File: src/hw/rtl/tlps_pkg.sv
package tlps_pkg;

  localparam int POS_W  = 16;
  localparam int TIME_W = 32;
  localparam int CMD_W  = 2;
  localparam int CNT_W  = $clog2(TIME_W);

  typedef enum logic [CMD_W-1:0] {
    CMD_SET   = 2'd0,
    CMD_SCHED = 2'd1,
    CMD_TICK  = 2'd2,
    CMD_ACK   = 2'd3
  } cmd_e_t;

  // Operations the controller asks of the datapath
  typedef enum logic [2:0] {
    OP_NONE,
    OP_LOAD,
    OP_EXEC,
    OP_DIV_STEP,
    OP_MUL,
    OP_APPLY
  } dp_op_t;

  typedef struct packed {
    dp_op_t op;
    logic   out_load;
  } dp_cmd_t;

  typedef struct packed {
    logic div_needed;
    logic steps_nz;
  } dp_sts_t;

  typedef struct packed {
    logic [CMD_W-1:0]  command;
    logic [POS_W-1:0]  position_value;
    logic [TIME_W-1:0] duration_us;
    logic [TIME_W-1:0] now_time_us;
  } req_item_t;

  typedef struct packed {
    logic             wrote_position;
    logic [POS_W-1:0] current_position;
    logic             arrived;
    logic             finished;
    logic             notify_pending;
    logic             notify_fired;
  } rsp_item_t;

endpackage

File: src/hw/rtl/tlps_req_if.sv
interface tlps_req_if;
  logic                        valid;
  logic                        ready;
  logic [tlps_pkg::CMD_W-1:0]  command;
  logic [tlps_pkg::POS_W-1:0]  position_value;
  logic [tlps_pkg::TIME_W-1:0] duration_us;
  logic [tlps_pkg::TIME_W-1:0] now_time_us;

  modport source (
    output valid, command, position_value, duration_us, now_time_us,
    input  ready
  );
  modport sink (
    input  valid, command, position_value, duration_us, now_time_us,
    output ready
  );
endinterface

File: src/hw/rtl/tlps_rsp_if.sv
interface tlps_rsp_if;
  logic                       valid;
  logic                       ready;
  logic                       wrote_position;
  logic [tlps_pkg::POS_W-1:0] current_position;
  logic                       arrived;
  logic                       finished;
  logic                       notify_pending;
  logic                       notify_fired;

  modport source (
    output valid, wrote_position, current_position, arrived, finished,
           notify_pending, notify_fired,
    input  ready
  );
  modport sink (
    input  valid, wrote_position, current_position, arrived, finished,
           notify_pending, notify_fired,
    output ready
  );
endinterface

File: src/hw/rtl/timed_linear_position_stepper_unit.sv
// Channel | Dir | Payload
// req     | in  | command, position_value, duration_us, now_time_us
// rsp     | out | wrote_position, current_position, arrived, finished, notify_pending, notify_fired
//
// Set position, acknowledge and ticks that need no division pass accept, execute and load
// (S_IDLE, S_EXEC, S_OUT). Schedule with nonzero distance and a dividing tick also run the
// 32-step radix-2 divider (S_DIV) and the multiply (S_MUL) before the load, and a tick that
// steps also applies the move (S_APPLY). One item at a time.
// Reset (rst, synchronous) leaves position 0 and the move done.
// A stalled rsp holds the next result in S_OUT; req is taken again once it is loaded.
module timed_linear_position_stepper_unit (
  input  logic       clk,
  input  logic       rst,
  tlps_req_if.sink   req,
  tlps_rsp_if.source rsp
);
  import tlps_pkg::*;

  dp_cmd_t   cmd;
  dp_sts_t   sts;
  req_item_t req_item;
  rsp_item_t rsp_item;

  assign req_item.command        = req.command;
  assign req_item.position_value = req.position_value;
  assign req_item.duration_us    = req.duration_us;
  assign req_item.now_time_us    = req.now_time_us;

  tlps_ctrl u_ctrl (
    .clk       (clk),
    .rst       (rst),
    .req_valid (req.valid),
    .req_ready (req.ready),
    .rsp_valid (rsp.valid),
    .rsp_ready (rsp.ready),
    .cmd       (cmd),
    .sts       (sts)
  );

  tlps_datapath u_datapath (
    .clk      (clk),
    .rst      (rst),
    .cmd      (cmd),
    .sts      (sts),
    .req_item (req_item),
    .rsp_item (rsp_item)
  );

  assign rsp.wrote_position   = rsp_item.wrote_position;
  assign rsp.current_position = rsp_item.current_position;
  assign rsp.arrived          = rsp_item.arrived;
  assign rsp.finished         = rsp_item.finished;
  assign rsp.notify_pending   = rsp_item.notify_pending;
  assign rsp.notify_fired     = rsp_item.notify_fired;

  // Loading the datapath coincides with an accepted item
  a_load_on_accept: assert property (@(posedge clk) disable iff (rst)
    (req.valid && req.ready) == (cmd.op == OP_LOAD))
    else $error("datapath load does not match accepted item");

  // Only one item in flight
  a_busy_after_accept: assert property (@(posedge clk) disable iff (rst)
    (req.valid && req.ready) |=> !req.ready)
    else $error("item accepted while another is in flight");

  // Never overwrite a result that is still waiting
  a_no_overwrite: assert property (@(posedge clk) disable iff (rst)
    cmd.out_load |-> (!rsp.valid || rsp.ready))
    else $error("result register overwritten while stalled");

  // No result is loaded while an accepted item is still in execution
  a_result_gap: assert property (@(posedge clk) disable iff (rst)
    (req.valid && req.ready) |=> !cmd.out_load)
    else $error("result loaded too early");

endmodule

File: src/hw/rtl/tlps_ctrl.sv
module tlps_ctrl (
  input  logic              clk,
  input  logic              rst,
  input  logic              req_valid,
  output logic              req_ready,
  output logic              rsp_valid,
  input  logic              rsp_ready,
  output tlps_pkg::dp_cmd_t cmd,
  input  tlps_pkg::dp_sts_t sts
);
  import tlps_pkg::*;

  typedef enum logic [2:0] {
    S_IDLE,
    S_EXEC,
    S_DIV,
    S_MUL,
    S_APPLY,
    S_OUT
  } state_t;

  state_t           state;
  state_t           state_next;
  logic [CNT_W-1:0] count;
  logic             slot_free;

  assign req_ready = (state == S_IDLE);
  assign slot_free = !rsp_valid || rsp_ready;

  // Decode the datapath operation and the next state
  always_comb begin
    cmd.op       = OP_NONE;
    cmd.out_load = 1'b0;
    state_next   = state;
    unique case (state)
      S_IDLE: begin
        if (req_valid) begin
          cmd.op     = OP_LOAD;
          state_next = S_EXEC;
        end
      end
      S_EXEC: begin
        cmd.op     = OP_EXEC;
        state_next = sts.div_needed ? S_DIV : S_OUT;
      end
      S_DIV: begin
        cmd.op = OP_DIV_STEP;
        if (count == CNT_W'(TIME_W - 1)) begin
          state_next = S_MUL;
        end
      end
      S_MUL: begin
        cmd.op     = OP_MUL;
        state_next = sts.steps_nz ? S_APPLY : S_OUT;
      end
      S_APPLY: begin
        cmd.op     = OP_APPLY;
        state_next = S_OUT;
      end
      S_OUT: begin
        if (slot_free) begin
          cmd.out_load = 1'b1;
          state_next   = S_IDLE;
        end
      end
      default: state_next = S_IDLE;
    endcase
  end

  // Hold state, divider step count and result valid
  always_ff @(posedge clk) begin
    if (rst) begin
      state     <= S_IDLE;
      count     <= '0;
      rsp_valid <= 1'b0;
    end else begin
      state <= state_next;
      if (state == S_DIV) begin
        count <= count + 1'b1;
      end else begin
        count <= '0;
      end
      if (cmd.out_load) begin
        rsp_valid <= 1'b1;
      end else if (rsp_ready) begin
        rsp_valid <= 1'b0;
      end
    end
  end

endmodule

File: src/hw/rtl/tlps_datapath.sv
module tlps_datapath (
  input  logic                clk,
  input  logic                rst,
  input  tlps_pkg::dp_cmd_t   cmd,
  output tlps_pkg::dp_sts_t   sts,
  input  tlps_pkg::req_item_t req_item,
  output tlps_pkg::rsp_item_t rsp_item
);
  import tlps_pkg::*;

  // Motion state
  logic [POS_W-1:0]  position;
  logic [POS_W-1:0]  remaining_steps;
  logic              moving_up;
  logic              move_done;
  logic              pending_notify;
  logic [TIME_W-1:0] step_interval_us;
  logic [TIME_W-1:0] reference_time_us;

  // Current item
  cmd_e_t            it_cmd;
  logic [POS_W-1:0]  it_pos;
  logic [TIME_W-1:0] it_dur;
  logic [TIME_W-1:0] it_now;

  // Divider and multiplier
  logic [TIME_W-1:0]       div_rem;
  logic [TIME_W-1:0]       div_quot;
  logic [TIME_W-1:0]       divisor;
  logic [TIME_W:0]         shifted;
  logic [TIME_W:0]         diff;
  logic [TIME_W-1:0]       product;
  logic [POS_W+TIME_W-1:0] mul_full;

  // Result flags
  logic wrote;
  logic arrived;
  logic finished;
  logic fired;

  logic             up;
  logic [POS_W-1:0] span;
  logic             idle_tick;
  logic [POS_W-1:0] steps;
  logic [POS_W-1:0] take;
  logic [POS_W-1:0] left;

  always_comb begin
    up        = it_pos > position;
    span      = up ? (it_pos - position) : (position - it_pos);
    idle_tick = (remaining_steps == '0) && move_done;
    shifted   = {div_rem, div_quot[TIME_W-1]};
    diff      = shifted - {1'b0, divisor};
    steps     = div_quot[POS_W-1:0];
    take      = (steps > remaining_steps) ? remaining_steps : steps;
    left      = remaining_steps - take;
    mul_full  = steps * step_interval_us;

    sts.div_needed = ((it_cmd == CMD_SCHED) && (span != '0)) ||
                     ((it_cmd == CMD_TICK) && !idle_tick && (step_interval_us != '0));
    sts.steps_nz   = (it_cmd == CMD_TICK) && (steps != '0);
  end

  always_ff @(posedge clk) begin
    if (rst) begin
      position          <= '0;
      remaining_steps   <= '0;
      moving_up         <= 1'b0;
      move_done         <= 1'b1;
      pending_notify    <= 1'b0;
      step_interval_us  <= '0;
      reference_time_us <= '0;
    end else begin
      unique case (cmd.op)
        OP_NONE: begin
        end
        OP_LOAD: begin
          it_cmd <= cmd_e_t'(req_item.command);
          it_pos <= req_item.position_value;
          it_dur <= req_item.duration_us;
          it_now <= req_item.now_time_us;
        end
        // Run the item's immediate part and seed the divider
        OP_EXEC: begin
          wrote    <= 1'b0;
          arrived  <= 1'b0;
          finished <= 1'b0;
          fired    <= 1'b0;
          div_rem  <= '0;
          if (it_cmd == CMD_SCHED) begin
            div_quot <= it_dur;
            divisor  <= {{(TIME_W-POS_W){1'b0}}, span};
          end else begin
            div_quot <= it_now - reference_time_us;
            divisor  <= step_interval_us;
          end
          unique case (it_cmd)
            CMD_SET: begin
              position          <= it_pos;
              remaining_steps   <= '0;
              step_interval_us  <= '0;
              move_done         <= 1'b1;
              pending_notify    <= 1'b0;
              reference_time_us <= it_now;
            end
            CMD_SCHED: begin
              moving_up         <= up;
              remaining_steps   <= span;
              reference_time_us <= it_now;
              if (span == '0) begin
                move_done        <= 1'b1;
                step_interval_us <= '0;
                pending_notify   <= 1'b1;
                finished         <= 1'b1;
              end else begin
                move_done      <= 1'b0;
                pending_notify <= 1'b0;
              end
            end
            CMD_TICK: begin
              if (idle_tick) begin
                finished <= 1'b1;
              end else if (step_interval_us == '0) begin
                reference_time_us <= it_now;
                finished          <= move_done;
              end
            end
            CMD_ACK: begin
              if (pending_notify) begin
                pending_notify <= 1'b0;
                fired          <= 1'b1;
              end
            end
            default: begin
            end
          endcase
        end
        // One restoring division step
        OP_DIV_STEP: begin
          if (!diff[TIME_W]) begin
            div_rem  <= diff[TIME_W-1:0];
            div_quot <= {div_quot[TIME_W-2:0], 1'b1};
          end else begin
            div_rem  <= shifted[TIME_W-1:0];
            div_quot <= {div_quot[TIME_W-2:0], 1'b0};
          end
        end
        // Store the interval, or scale the step count back to time
        OP_MUL: begin
          if (it_cmd == CMD_SCHED) begin
            step_interval_us <= div_quot;
          end
          product <= mul_full[TIME_W-1:0];
        end
        // Advance the reference time and the position
        OP_APPLY: begin
          reference_time_us <= reference_time_us + product;
          position          <= moving_up ? (position + take) : (position - take);
          remaining_steps   <= left;
          wrote             <= 1'b1;
          if (left == '0) begin
            move_done      <= 1'b1;
            arrived        <= 1'b1;
            pending_notify <= 1'b1;
          end
        end
        default: begin
        end
      endcase
    end
  end

  // Capture the result item
  always_ff @(posedge clk) begin
    if (cmd.out_load) begin
      rsp_item.wrote_position   <= wrote;
      rsp_item.current_position <= position;
      rsp_item.arrived          <= arrived;
      rsp_item.finished         <= finished;
      rsp_item.notify_pending   <= pending_notify;
      rsp_item.notify_fired     <= fired;
    end
  end

endmodule

File: src/flat_wrapper.sv
// flat-port wrapper written by rule: the top's interface ports become plain ports
module timed_linear_position_stepper_unit_flat import tlps_pkg::*;
  (clk, rst, req_valid, req_command, req_position_value, req_duration_us, req_now_time_us, req_ready, rsp_valid, rsp_wrote_position, rsp_current_position, rsp_arrived, rsp_finished, rsp_notify_pending, rsp_notify_fired, rsp_ready);
  tlps_req_if req_i ();
  tlps_rsp_if rsp_i ();
  input  logic clk;
  input  logic rst;
  input wire logic [$bits(req_i.valid)-1:0] req_valid;
  input wire logic [$bits(req_i.command)-1:0] req_command;
  input wire logic [$bits(req_i.position_value)-1:0] req_position_value;
  input wire logic [$bits(req_i.duration_us)-1:0] req_duration_us;
  input wire logic [$bits(req_i.now_time_us)-1:0] req_now_time_us;
  output wire logic [$bits(req_i.ready)-1:0] req_ready;
  output wire logic [$bits(rsp_i.valid)-1:0] rsp_valid;
  output wire logic [$bits(rsp_i.wrote_position)-1:0] rsp_wrote_position;
  output wire logic [$bits(rsp_i.current_position)-1:0] rsp_current_position;
  output wire logic [$bits(rsp_i.arrived)-1:0] rsp_arrived;
  output wire logic [$bits(rsp_i.finished)-1:0] rsp_finished;
  output wire logic [$bits(rsp_i.notify_pending)-1:0] rsp_notify_pending;
  output wire logic [$bits(rsp_i.notify_fired)-1:0] rsp_notify_fired;
  input wire logic [$bits(rsp_i.ready)-1:0] rsp_ready;
  assign req_i.valid = req_valid;
  assign req_i.command = req_command;
  assign req_i.position_value = req_position_value;
  assign req_i.duration_us = req_duration_us;
  assign req_i.now_time_us = req_now_time_us;
  assign req_ready = req_i.ready;
  assign rsp_valid = rsp_i.valid;
  assign rsp_wrote_position = rsp_i.wrote_position;
  assign rsp_current_position = rsp_i.current_position;
  assign rsp_arrived = rsp_i.arrived;
  assign rsp_finished = rsp_i.finished;
  assign rsp_notify_pending = rsp_i.notify_pending;
  assign rsp_notify_fired = rsp_i.notify_fired;
  assign rsp_i.ready = rsp_ready;
  timed_linear_position_stepper_unit u_core (.clk(clk), .rst(rst), .req(req_i), .rsp(rsp_i));
endmodule
File: config.mk
export PLATFORM = sky130hd
export DESIGN_NAME = timed_linear_position_stepper_unit_flat
export DESIGN_NICKNAME = d
export VERILOG_FILES = /design/src/hw/rtl/tlps_pkg.sv /design/src/hw/rtl/tlps_req_if.sv /design/src/hw/rtl/tlps_rsp_if.sv /design/src/hw/rtl/timed_linear_position_stepper_unit.sv /design/src/hw/rtl/tlps_ctrl.sv /design/src/hw/rtl/tlps_datapath.sv /design/src/flat_wrapper.sv
export SDC_FILE = /design/constraint.sdc
export NUM_CORES = 2
export LEC_CHECK = 0
export BUFFER_PORTS_ARGS = -buffer_cell sky130_fd_sc_hd__buf_2
export CAP_MARGIN = 20
export CORE_MARGIN = 2
export CORE_UTILIZATION = 55
export CTS_CLUSTER_DIAMETER = 40
export DETAILED_ROUTE_END_ITERATION = 6
export PLACE_DENSITY = 0.75
export SLEW_MARGIN = 30
export SYNTH_ARGS = -nofsm -noshare
export SYNTH_HDL_FRONTEND = slang
export SYNTH_SLANG_ARGS = --single-unit
File: constraint.sdc
create_clock -name clk -period 6.6 [get_ports clk]
set_input_delay 1.32 -clock clk [delete_from_list [all_inputs] [get_ports clk]]
set_output_delay 1.32 -clock clk [all_outputs]
set_load 0.05 [all_outputs]
=== Yosys cells after proc, flatten, opt, wreduce, memory -nomap -nowiden ===
Cells that the tools add are included.

* $add $sub $neg: 9
* $mul: 1
* Magnitude comparators: 2
* Eq/ne operators: 26
* Mux-type cells: 45
* Bitwise operators: 2
* Reduce and logical (&&, ||, !) cells: 39

{| class="wikitable"
|+ Operators by type and width
! operator !! count
|-
| 32-bit case mux with 2 select lines || 6
|-
| 32-bit two-way mux || 6
|-
| 16-bit case mux with 2 select lines || 3
|-
| 16-bit two-way mux || 5
|-
| 16-bit subtractor || 4
|-
| 16-bit logical NOT || 3
|-
| 33-bit by 32-bit subtractor with 33-bit output || 1
|-
| 32-bit adder || 1
|-
| 16-bit > comparator || 2
|-
| 32-bit logical NOT || 1
|-
| 16-bit by 32-bit multiplier with 32-bit output || 1
|-
| 16-bit nonzero test || 2
|-
| 32-bit nonzero test || 1
|-
| 32-bit subtractor || 1
|-
| 3-bit case mux with 6 select lines || 1
|-
| 16-bit adder || 1
|-
| 2-bit AND reduction || 8
|-
| 3-bit inequality test (second input constant) || 5
|-
| 3-bit case mux with 5 select lines || 1
|-
| 1-bit case mux with 2 select lines || 7
|-
| 3-bit by 2-bit equality test with 1-bit output (second input constant) || 4
|-
| 3-bit equality test (second input constant) || 4
|-
| 1-bit two-way mux || 12
|-
| 3-bit two-way mux || 4
|-
| other kinds (18) || 40
|}

* Register bits: 343
* Input port bits: 86
* Output and inout bits: 23
* Word-level logic and storage cells: 153

=== Logic depth before layout (Yosys ltp) ===
* Depth after elaboration: 8
* Depth in mapped cells: 29
* Gate-level depth less buffers: 26

=== Cells and area by module ===
A second synthesis with hierarchy kept.

* Cells, all modules: 3,726
* Area, all modules: 33,821.2 µm²

{| class="wikitable"
|+ By module, submodules not included
! module !! times used !! cells each !! area each (µm²) !! seq. area each (µm²)
|-
| tlps_datapath || 1 || 3,671 || 33,353.2 || 9,038.7
|-
| tlps_ctrl || 1 || 55 || 467.9 || 180.2
|}

=== Least setup slack after synthesis ===
OpenSTA, ideal clock, no wires.

* Path type: flip-flop to flip-flop
* From: register u_core.u_datapath.div_quot[1]
* To: register u_core.u_datapath.product[31] (data pin)
* Library setup time: 0.259 ns
* Arrival time: 6.118 ns
* Required time: 6.341 ns
* Slack: 0.222 ns
* Stages on the path, launching flop included: 24
* Path buffers: 2
* Clock period less this slack: 6.378 ns
* Cell sequence: edfxtp_1 clkbuf_1 clkbuf_1 nand2_1 fa_1 fa_1 fa_1 inv_1 fa_1 fa_1 inv_1 fa_1 inv_1 ha_1 or3_1 a31oi_1 nor2_1 a221oi_1 nor3_1 a221o_1 nor3_1 o21bai_1 a21oi_1 xnor2_1

* Word-level cells in the longest chain between the ends: 1

{| class="wikitable"
|+ RTL lines
! element !! RTL line !! RTL
|-
| start: declaration || tlps_datapath.sv:28 || <nowiki>logic [TIME_W-1:0] div_quot;</nowiki>
|-
| start signal: assignment || tlps_datapath.sv:91 || <nowiki>div_quot <= it_dur;</nowiki>
|-
| start signal: assignment || tlps_datapath.sv:94 || <nowiki>div_quot <= it_now - reference_time_us;</nowiki>
|-
| start signal: assignment || tlps_datapath.sv:142 || <nowiki>div_quot <= {div_quot[TIME_W-2:0], 1'b1};</nowiki>
|-
| 16-bit by 32-bit multiplier with 32-bit output || tlps_datapath.sv:57 || <nowiki>mul_full = steps * step_interval_us;</nowiki>
|-
| named net u_core.u_datapath.mul_full[31] || tlps_datapath.sv:33 || <nowiki>logic [POS_W+TIME_W-1:0] mul_full;</nowiki>
|-
| end signal: assignment || tlps_datapath.sv:153 || <nowiki>product <= mul_full[TIME_W-1:0];</nowiki>
|-
| end: declaration || tlps_datapath.sv:32 || <nowiki>logic [TIME_W-1:0] product;</nowiki>
|}

The timed path passes the listed nets, and every way through them passes these cells.
A chain may end at the register's enable or synchronous reset.

=== Worst setup path after layout ===
* From: register u_core.u_datapath.div_quot[4]
* To: register u_core.u_datapath.product[31] (data pin)

Same word-level chain as after synthesis.

==> results.md <==
* Synthesis Warnings at 0
* Initial core utilization at 0.555
* RR Startpoint: u_core.u_datapath.div_quot[4]
* Ports at 109
* Largest net degree at the start of global routing at 63
* Compound-gate portion of the synthesized area at 0.135
* Max-slew violation count at 0
* Initial antenna violation count at 0
* Gr ovfl total at 0
* Worst Skew at 0.0295 ns
* Critical path's largest stage delay at between 0.5 and 0.6 ns
* Vias in the first global route at between 20k and 30k
* Final core utilization at 0.622
* Setup violators final at 0
* Worst hold start: u_core.u_datapath.arrived
* Worst Reg2Reg Path Length in Cells at 23
* Worst hold path endpoint: u_core.u_datapath.rsp_item[3]
* Max clock buf depth at 3
* Yosys reg bits at 343
* Cts bufs inserted at 61
* Tmin final at roughly 6.4 ns
* CTS tree: done
* Fin. Hold Viols at 0
* Post-synth EDFFs at 235
* Syn Nets at 4267
* Status: completed
* Synth Area in Simple Gates at 0.153
* Fin nets at 4371
* Reg2reg end: u_core.u_datapath.product[31]
* Hold buffers post-CTS at 0
* WP data required at 6.96 ns
* DR iter-0 viols at 1855
* Crit path kind: flip-flop to flip-flop
* Die H at 250 um
* Core area at roughly 60000 um^2
* First-pass GRT wire length at 141000 um
* CTS Sinks at 343
* Post-synthesis mux area share at 0.0318
* Placed insts at between 4k and 5k
* Static Leakage at 16.5 nW
* Root Buffer: clkbuf_16
* Main combinational cell family by area after synthesis: adder cells
* Sequential area share after synthesis at 0.276
* Crit path cell chain: and2_4 -> fa_1 -> inv_1 -> fa_1 -> fa_1 -> inv_1 -> fa_1 -> fa_1 -> inv_1 -> fa_1 -> inv_1 -> ha_1 -> or3_4 -> a31oi_4 -> nor2_2 -> a221oi_2 -> buf_4 -> nor3_1 -> a221o_1 -> nor3_2 -> o21bai_1 -> a21oi_1 -> xnor2_1
* XOR/XNOR Fraction of Synth Area at 0.0473
* Fillers at approximately 5.0k
* Tcrit/Tclk final at 0.966
* Post-synthesis cell count at 3625
* Rel. slew slack at 0.408
* Adder-cell share of the synthesized area at 0.279
* IO Port Bufs at ~110
* # rows at 90
* Critical Path AT at 6.74 ns
* Clk_lat worst skew at ~0.62 ns
* H-Tree Depth at 2
* Number of vias per cell at between 5 and 6
* HPWL after DPL at between 60000 and 70000 um
* Routed len/inst at 18.9 um
* Hold Crit Depth at 0
* Peak Freq at 157 MHz
* Syn Area/Cell at 9.20 um^2
* DRT antenna net count at 0
* Drt total wl at 86300 um
* Share of cells above drive strength 1 at 0.110
* Slew of the pin with the lowest slew margin at 0.877 ns
* Ys async rst share at 0
* All-layer global routing usage at 0.280
* Setup crit start kind: flip-flop
* Area growth syn-to-layout at 12.1%
* Area of the mapped netlist at approximately 33000 um^2
* VDD IR max at around 0.42 mV
* Router iterations before antenna repair at 6
* Non-filler cells, final at 4563
* Ys flop type: edfxtp_1
* Max-cap violations at 0
* Gpl congestion at roughly 0.93
* DRC Markers at 0
* Routed via count at ~26k
* Power Density at 248 nW/um^2
* Reg2Reg Setup Slack at 0.22 ns
* CP endpoint kind: flip-flop
* Unique masters post-synth at 84
* Die width at 250 um
* Die ar. at 62600 um^2
* Crit path max fanout at 6
* Clock-pin slew on the worst setup and hold paths at 0.06 ns
* Slowest cell on the critical path: fa_1
* Hold WC Path Type: flip-flop to flip-flop
* Most used cell, CP: fa_1
## what timing repair did
action | in CTS | in global routing
resized for setup | 0 | 33
setup buffers | 0 | 9
setup endpoints to repair | 0 | 6
## logic make-up (layout without fill, tap and decap cells)
logic type               count (synthesis)  count (layout)
buffers and inverters                  681             836
multiplexers                           104             104
flip-flops                             343             343
adder cells (fa/ha/maj)                556             556
AO/OA/AOI/OAI                          691             691
other                                    0               1
XOR/XNOR                               180             180
AND/OR/NAND/NOR                       1070            1070
## state kept, by name (all words and copies together), names as in the netlist, 21 cells and up
signal                               cells
u_core.u_datapath.it_now                32
u_core.u_datapath.reference_time_us     32
u_core.u_datapath.div_rem               32
u_core.u_datapath.step_interval_us      32
u_core.u_datapath.rsp_item              21
u_core.u_datapath.it_dur                32
u_core.u_datapath.product               32
u_core.u_datapath.div_quot              32
u_core.u_datapath.divisor               32
## metal layers
metal	vias to the layer above	wire length [um]	share of wire	global-route usage
met5	-	76	0.00088	0.00927
met4	2	2550	0.030	0.0859
met3	180	6940	0.080	0.0594
met2	984	40700	0.47	0.463
met1	12800	36100	0.42	0.369
li1	12400	-	-	-
## cells in the final DEF, fill, tap and decap left out, types with 29 or more instances in the layout
| master | Yosys | final |
|---|---|---|
| a211oi_1 | 71 | 71 |
| nand2_1 | 420 | 419 |
| xnor2_1 | 125 | 125 |
| edfxtp_1 | 235 | 235 |
| mux2i_1 | 88 | 88 |
| clkbuf_16 | 0 | 62 |
| nor2_1 | 229 | 227 |
| fa_1 | 311 | 310 |
| nand2b_1 | 31 | 31 |
| nor2b_1 | 33 | 32 |
| buf_4 | 3 | 109 |
| and2_1 | 148 | 144 |
| ha_1 | 245 | 244 |
| a21o_1 | 75 | 75 |
| o21a_1 | 30 | 30 |
| a31oi_1 | 30 | 29 |
| a21oi_1 | 208 | 201 |
| nor3_1 | 37 | 36 |
| nand3_1 | 34 | 33 |
| inv_1 | 495 | 495 |
| o21ai_0 | 111 | 109 |
| buf_2 | 10 | 108 |
| dfxtp_1 | 108 | 100 |
| xor2_1 | 55 | 54 |
## critical path: cells and delay by family, from the launching register on
| family | cells | cell delay [ns] |
|---|---|---|
| xor gates and xnor gates | 1 | 0.09 |
| and+or+nand+nor | 5 | 0.95 |
| adders and majority gates | 7 | 3.19 |
| DFF | 1 | 0.50 |
| AOI/OAI and AO/OA | 5 | 1.04 |
| buffers and inverters | 5 | 0.35 |
## cells in the mapped netlist, types with 8 or more instances
cell | count | area (um^2)
or3_1 | 14 | 87.6
edfxtp_1 | 235 | 7060
nor2b_1 | 33 | 206
a31oi_1 | 30 | 188
nor4_1 | 15 | 93.8
a21oi_1 | 208 | 1040
clkbuf_1 | 161 | 604
inv_1 | 495 | 1860
nand2_1 | 420 | 1580
a211oi_1 | 71 | 533
a211o_1 | 9 | 78.8
o31ai_1 | 23 | 173
o31a_1 | 14 | 123
o21bai_1 | 15 | 113
dfxtp_1 | 108 | 2160
mux2_2 | 16 | 180
and2_1 | 148 | 926
o21ai_0 | 111 | 556
a21o_1 | 75 | 563
o21a_1 | 30 | 225
fa_1 | 311 | 6230
nor3_1 | 37 | 185
or2_2 | 9 | 56.3
nor2_1 | 229 | 860
nand3_1 | 34 | 170
xnor2_1 | 125 | 1090
a22oi_1 | 8 | 60.1
or2_0 | 14 | 87.6
nand2b_1 | 31 | 194
o211ai_1 | 15 | 113
nand3b_1 | 23 | 173
and3_1 | 14 | 87.6
buf_2 | 10 | 50.1
mux2i_1 | 88 | 881
buf_1 | 8 | 30.0
xor2_1 | 55 | 482
ha_1 | 245 | 3070
nand4_1 | 19 | 119
## final cells by class
class                   instances  area [um^2]  area share
multi-input cells            2601        21700       0.581
clock buffers                  65         1550      0.0415
repair buffers                226         1520      0.0407
flip-flops and latches        343         9230       0.247
well taps                     782          978      0.0262
clock inverters                49          536      0.0143
inverters                     496         1860      0.0498
diodes                          1         2.50   0.0000669
## metrics by stage
step	TNS [ns]	total power, mW	hold slack [ns]	cell area (um^2)	setup WS (ns)
floorplan	0	5.18	0.400	33400	0.222
global placement	0	5.99	0.403	35100	0.246
detailed placement	0	6.04	0.411	35100	0.153
CTS	0	9.25	0.424	37200	0.141
global route	-0.0428	9.77	0.432	37400	-0.0407
finish	0	9.28	0.425	37400	0.223
## power by group
group          switching (mW)  leakage [nW]  internal, mW  total [mW]
logic                    2.04          12.4          1.35        3.39
registers               0.173          3.07          2.53        2.70
clock network            1.29          1.02          1.90        3.19
total                    3.50          16.5          5.77        9.28
## worst max path at each step
stage,startpoint,to,slack [ns],depth (start not counted)
2_1_floorplan,u_core.u_datapath.div_quot[1],u_core.u_datapath.product[31],0.22,23
3_3_place_gp,u_core.u_datapath.div_quot[1],u_core.u_datapath.product[31],0.25,25
3_5_place_dp,u_core.u_datapath.div_quot[1],u_core.u_datapath.product[31],0.15,25
4_1_cts,u_core.u_datapath.div_quot[1],u_core.u_datapath.product[31],0.14,25
5_1_grt,u_core.u_datapath.div_quot[4],u_core.u_datapath.product[31],-0.04,23
6_report,u_core.u_datapath.div_quot[4],u_core.u_datapath.product[31],0.22,23
Power figures use the tool's default switching activity.
